[src/sv/psr_pkg.sv]
// Shared types, constants and helper functions for the pillbox sun ray direction block.
package psr_pkg;

    // Default fraction width of the input fractions and the sine register.
    localparam int FRAC_BITS_DEF = 24;

    // Internal fixed point: Q30 magnitudes up to one need 31 bits.
    localparam int ROOT_W   = 31;
    localparam int Q30_FRAC = 30;
    localparam int TRIG_W   = 32;
    localparam int CORD_W   = 34;
    localparam int ROT_STEPS = 28;

    // Result field widths and packing.
    localparam int DIR_XZ_W    = 24;
    localparam int DIR_Y_W     = 23;
    localparam int OUT_TDATA_W = 72;
    localparam int OUT_SHIFT   = 38;
    localparam int C22_SHIFT   = 8;

    localparam longint START_GAIN = 652032875;
    localparam longint ONE_Q30    = 64'd1 << 30;
    localparam longint ONE_Q60    = 64'd1 << 60;
    localparam longint ONE_Q22    = 64'd1 << 22;
    localparam longint OUT_ROUND  = 64'd1 << 37;
    localparam longint C22_ROUND  = 128;

    // Reset value of the cone sine, given at 24 fraction bits.
    localparam longint SUN_SINE_Q24 = 78018;
    localparam int     SUN_SINE_FRAC = 24;

    // Quarter-turn used to fold the phase into the CORDIC range.
    typedef enum logic [1:0] {
        QUAD_0,
        QUAD_90,
        QUAD_180,
        QUAD_270
    } quad_t;

    // Arctangent of 2^-i in turns scaled by 2^32.
    function automatic logic signed [CORD_W-1:0] atan_turns(input int unsigned idx);
        logic signed [CORD_W-1:0] val;
        case (idx)
            0:  val = CORD_W'(536870912);
            1:  val = CORD_W'(316933406);
            2:  val = CORD_W'(167458907);
            3:  val = CORD_W'(85004757);
            4:  val = CORD_W'(42667331);
            5:  val = CORD_W'(21354465);
            6:  val = CORD_W'(10679838);
            7:  val = CORD_W'(5340245);
            8:  val = CORD_W'(2670163);
            9:  val = CORD_W'(1335087);
            10: val = CORD_W'(667544);
            11: val = CORD_W'(333772);
            12: val = CORD_W'(166886);
            13: val = CORD_W'(83443);
            14: val = CORD_W'(41722);
            15: val = CORD_W'(20861);
            16: val = CORD_W'(10430);
            17: val = CORD_W'(5215);
            18: val = CORD_W'(2608);
            19: val = CORD_W'(1304);
            20: val = CORD_W'(652);
            21: val = CORD_W'(326);
            22: val = CORD_W'(163);
            23: val = CORD_W'(81);
            24: val = CORD_W'(41);
            25: val = CORD_W'(20);
            26: val = CORD_W'(10);
            27: val = CORD_W'(5);
            default: val = '0;
        endcase
        return val;
    endfunction

    // Clamp a CORDIC value to plus or minus one in Q30.
    function automatic logic signed [TRIG_W-1:0] clamp_q30(input logic signed [CORD_W-1:0] v);
        logic signed [TRIG_W-1:0] res;
        if (v > CORD_W'(ONE_Q30)) begin
            res = TRIG_W'(ONE_Q30);
        end else if (v < -CORD_W'(ONE_Q30)) begin
            res = -TRIG_W'(ONE_Q30);
        end else begin
            res = v[TRIG_W-1:0];
        end
        return res;
    endfunction

endpackage

[src/sv/psr_sqrt.sv]
// Pipelined integer square root, one result bit per register stage.
module psr_sqrt #(
    parameter int ROOT_W = psr_pkg::ROOT_W,
    parameter int SIDE_W = 1
) (
    input  logic                  aclk,
    input  logic                  aresetn,
    input  logic                  en,
    input  logic                  in_valid,
    input  logic [2*ROOT_W-1:0]   in_radicand,
    input  logic [SIDE_W-1:0]     in_side,
    output logic                  out_valid,
    output logic [ROOT_W-1:0]     out_root,
    output logic [SIDE_W-1:0]     out_side
);
    localparam int RAD_W = 2 * ROOT_W;

    logic [RAD_W-1:0]  rem_reg   [ROOT_W-1];
    logic [ROOT_W-1:0] root_reg  [ROOT_W];
    logic [SIDE_W-1:0] side_reg  [ROOT_W];
    logic              valid_reg [ROOT_W];

    for (genvar k = 0; k < ROOT_W; k++) begin : g_bit
        localparam int B = ROOT_W - 1 - k;

        logic [RAD_W-1:0]  rem_in;
        logic [ROOT_W-1:0] root_in;
        logic [SIDE_W-1:0] side_in;
        logic              valid_in;
        logic [RAD_W-1:0]  trial;
        logic              take;

        if (k == 0) begin : g_first
            assign rem_in   = in_radicand;
            assign root_in  = '0;
            assign side_in  = in_side;
            assign valid_in = in_valid;
        end else begin : g_next
            assign rem_in   = rem_reg[k-1];
            assign root_in  = root_reg[k-1];
            assign side_in  = side_reg[k-1];
            assign valid_in = valid_reg[k-1];
        end

        // Trial subtrahend is (2*root + bit) * bit for the current bit weight.
        assign trial = (RAD_W'(root_in) << (B + 1)) | (RAD_W'(1) << (2 * B));
        assign take  = (rem_in >= trial);

        always_ff @(posedge aclk) begin
            if (!aresetn) begin
                valid_reg[k] <= 1'b0;
            end else if (en) begin
                valid_reg[k] <= valid_in;
            end
        end

        always_ff @(posedge aclk) begin
            if (en) begin
                root_reg[k] <= take ? (root_in | (ROOT_W'(1) << B)) : root_in;
                side_reg[k] <= side_in;
            end
        end

        // The last stage has no use for the remainder.
        if (k < ROOT_W - 1) begin : g_rem
            always_ff @(posedge aclk) begin
                if (en) begin
                    rem_reg[k] <= take ? (rem_in - trial) : rem_in;
                end
            end
        end
    end

    assign out_valid = valid_reg[ROOT_W-1];
    assign out_root  = root_reg[ROOT_W-1];
    assign out_side  = side_reg[ROOT_W-1];

endmodule

[config.mk]
export PLATFORM = sky130hd
export DESIGN_NAME = psr_sqrt
export DESIGN_NICKNAME = d
export VERILOG_FILES = /design/src/sv/psr_pkg.sv /design/src/sv/psr_sqrt.sv
export SDC_FILE = /design/constraint.sdc
export NUM_CORES = 2
export LEC_CHECK = 0
export BUFFER_PORTS_ARGS = -buffer_cell sky130_fd_sc_hd__buf_2
export CAP_MARGIN = 10
export CORE_MARGIN = 1.5
export CORE_UTILIZATION = 56
export DETAILED_ROUTE_END_ITERATION = 12
export GPL_TIMING_DRIVEN = 0
export MAX_ROUTING_LAYER = met4
export PLACE_DENSITY = 0.75
export SLEW_MARGIN = 20
export SYNTH_ARGS = -nofsm -noshare
export SYNTH_HDL_FRONTEND = slang
export SYNTH_SLANG_ARGS = --single-unit
export TNS_END_PERCENT = 5
[constraint.sdc]
create_clock -name aclk -period 3.9 [get_ports aclk]
set_clock_uncertainty 0.2 [all_clocks]
set_input_delay 0.78 -clock aclk [delete_from_list [all_inputs] [get_ports aclk]]
set_output_delay 0.78 -clock aclk [all_outputs]
set_load 0.005 [all_outputs]
==> results.sh <==
export IMPL_die_x_um=456
export IMPL_cp_startpoint="rem_reg[11][38]$_DFFE_PP_"
export IMPL_syn_cell_area_um2=115000
export IMPL_power_density_nw_per_um2=589
export IMPL_seq_area_um2=72600
export IMPL_viasPerCell=6.00
export IMPL_layout_common_cells="edfxtp_1, nor2_1, inv_1, a21oi_1, ha_1"
export IMPL_hold_ws_ns=0.129
export IMPL_initial_utilization=0.562
export IMPL_synth_edf_count=2417
export IMPL_share_comb_of_total_power=0.218
export IMPL_finalSetupViolations=8
export IMPL_first_iter_violations=7449
export IMPL_track_usage=0.271
export IMPL_rows=166
export IMPL_cts_root_buf="clkbuf_16"
export IMPL_synth_seq_cells=2418
export IMPL_core_area_um2=204000
export IMPL_crit_chain="ha_4 > nand2_8 > or4_4 > nor3_4 > nand4b_1 > o31ai_2 > a211o_1 > nor3b_4 > nor4b_4 > or4b_4 > xnor2_1"
export IMPL_seq_power_share=0.462
export IMPL_power_w=0.0772
export IMPL_ir_drop_uv=503
export IMPL_finalHoldViolCount=0
export IMPL_grt_pass1_vias=72100
export IMPL_async_flop_share=0
export IMPL_antenna_found_initial=12
export IMPL_postSynthAreaPerCell_um2=12.7
export IMPL_port_buffers=99
export IMPL_synth_flop_cell="edfxtp_1"
export IMPL_critical_path_top_delay_family="simple AND/OR/NAND/NOR gates"
export IMPL_criticalPathCategory="flop to flop"
export IMPL_clk_pin_slew_worst_paths_ns=0.06
export IMPL_layout_commonest_cell="edfxtp_1"
export IMPL_nets=10100
export IMPL_cts_sinks=2418
export IMPL_min_path_type="input pin to flop"
export IMPL_rsz0062_at_grt="true"
export IMPL_gp_congestion=0.973
export IMPL_drv_slew=0
export IMPL_top_level_ports=100
export IMPL_dp_hpwl_mm=205
export IMPL_cpPeakStageDelay_ns=0.54
export IMPL_outcome="complete, but fails checks"
export IMPL_vias=74500
export IMPL_cp_buffers_inverters=0
export IMPL_routed_wl_mm=280
export IMPL_setup_ws_ns=-0.111
export IMPL_multi_input_area_um2=41200
export IMPL_area_growth_pct=14.1
export IMPL_clock_path_buffers=3
export IMPL_endpoint="rem_reg[11][123]$_DFFE_PP_"
export IMPL_reg2reg_from="rem_reg[11][38]$_DFFE_PP_"
export IMPL_drive_gt1_frac=0.110
export IMPL_overflow=0
export IMPL_tightest_slew_ns=1.31
export IMPL_fmax_ghz=0.249
export IMPL_synth_nets=9637
export IMPL_start_kind="flop"
export IMPL_cts_tree="done"
export IMPL_grt_pass1_wl_mm=425
export IMPL_p_int_w=0.0544
export IMPL_crit_slowest_cell="or4_4"
export IMPL_r2r_end="rem_reg[11][123]$_DFFE_PP_"
export IMPL_switchingPower_w=0.0228
export IMPL_r2r_cells=11
export IMPL_yosysWarnings=0
export IMPL_cp_max_fo=4
export IMPL_firstDrtPassIters=8
export IMPL_dieArea_um2=208000
export IMPL_clk_latency_ns=0.93
export IMPL_nFillCells=15000
export IMPL_arrival_ns=4.42
export IMPL_cp_end_kind="flop"
export IMPL_syn_inst=9045
export IMPL_clock_power_share=0.320
export IMPL_drc_errors=0
export IMPL_switching_share=0.295
export IMPL_htreeDepth=4
export IMPL_r2r_slack_ns=-0.11
export IMPL_violations="setup timing"
export IMPL_yosysUniqueCellTypes=102
export IMPL_final_min_clock_period_ns=4.01
export IMPL_largest_reg_flops=1860
export IMPL_synth_seq_area_share=0.632
export IMPL_routedWlPerCell_um=22.6
export IMPL_cts_buffers=240
export IMPL_required_ns=4.31
export IMPL_grt_max_degree=159
export IMPL_maxCapViolCount=0
export IMPL_fin_crit_sh=1.03
export IMPL_relSlewSlack=0.105
export IMPL_power_leakage_nw=49.3
export IMPL_die_y_um=456
export IMPL_antenna_left=0
export IMPL_cp_depth=11
cell families after synthesis:
group | Yosys count | share of synthesized area
compound gates | 1657 | 0.0894
xor+xnor | 822 | 0.0626
fa+ha+maj | 525 | 0.0571
buf+inv | 831 | 0.0273
flops | 2418 | 0.632
mux | 108 | 0.0104
simple gates | 2684 | 0.122
power groups by stage:
stage	Combinational (W)	Clock (W)	Sequential, W
CTS	0.0161	0.0251	0.0356
floorplan	0.0115	0	0.0348
global placement	0.0154	0	0.0378
detailed placement	0.0156	0	0.0361
finish	0.0168	0.0247	0.0356
global route	0.0185	0.0261	0.0360
timing repair:
action | in CTS | in global routing
pin swaps | 22 | 65
endpoints found under the hold margin | 63 | 0
hold buffers | 63 | 0
setup buffers | 8 | 63
gates resized for setup | 231 | 249
endpoints found under the setup margin | 678 | 633
area by class of cell:
cell class / instances / share of cell area
flip-flops and latches: 2418 / 0.554
multi-input cells: 5796 / 0.314
clock buffers: 270 / 0.0470
well taps: 2688 / 0.0256
inverters: 645 / 0.0185
clock inverters: 176 / 0.0185
repair buffers: 252 / 0.0166
plain buffers: 166 / 0.00626
diodes: 6 / 0.000114
routing by layer:
metal	global-route usage	part of all wire	vias up
met5	-	0	-
met4	0.0646	0.022	0
met3	0.0390	0.061	454
met2	0.439	0.48	2442
met1	0.366	0.43	36600
li1	-	-	34900
cell usage after synthesis, drive strengths merged (75+ instances only):
| cell type | n | area, µm² |
|---|---|---|
| a21o | 211 | 1580 |
| nand2b | 120 | 751 |
| nor3 | 231 | 1170 |
| nand3 | 176 | 881 |
| o21a | 84 | 631 |
| inv | 644 | 2420 |
| nor2 | 655 | 2470 |
| nor4 | 319 | 2010 |
| clkbuf | 159 | 598 |
| nand2 | 477 | 1790 |
| mux2 | 96 | 1080 |
| nand4 | 161 | 1010 |
| o21ai | 340 | 1700 |
| and3 | 75 | 469 |
| nor2b | 87 | 544 |
| xnor2 | 460 | 4030 |
| a21oi | 628 | 3140 |
| xor2 | 362 | 3170 |
| or3 | 88 | 556 |
| edfxtp | 2417 | 72600 |
| ha | 525 | 6570 |
through the flow:
stage	worst slack [ns]	cells	area, µm²	TNS [ns]	utilization
final	-0.111	12400	131000	-0.296	0.642
after global routing	-0.360	12400	131000	-7.71	0.642
after CTS	-0.200	12400	130000	-1.98	0.634
after detailed placement	-2.00	11900	119000	-509.75	0.584
after global placement	-34.29	11800	119000	-	0.581
after floorplan	0.195	9045	115000	0	-
worst register-to-register path, stage by stage (launching register included):
cell      delay, ns
edfxtp_1       0.47
ha_4           0.36
nand2_8        0.10
or4_4          0.55
nor3_4         0.30
nand4b_1       0.16
o31ai_2        0.30
a211o_1        0.22
nor3b_4        0.21
nor4b_4        0.26
or4b_4         0.50
xnor2_1        0.14
worst min path at each step:
| stage | start | to | slack (ns) | depth (start not counted) |
|---|---|---|---|---|
| after detailed placement | side_reg[0][15]$_DFFE_PP_ | side_reg[1][0]$_DFFE_PP_ | 0.20 | 0 |
| after global routing | in_radicand[60] | rem_reg[0][60]$_DFFE_PP_ | 0.1 | 3 |
| after floorplan | side_reg[0][9]$_DFFE_PP_ | side_reg[0][10]$_DFFE_PP_ | 0.20 | 0 |
| after global placement | side_reg[1][0]$_DFFE_PP_ | side_reg[1][1]$_DFFE_PP_ | 0.20 | 0 |
| after CTS | in_radicand[60] | rem_reg[0][60]$_DFFE_PP_ | 0.04 | 3 |
| final | in_radicand[60] | rem_reg[0][60]$_DFFE_PP_ | 0.13 | 3 |
No activity file was read; power rests on OpenSTA's default activity.
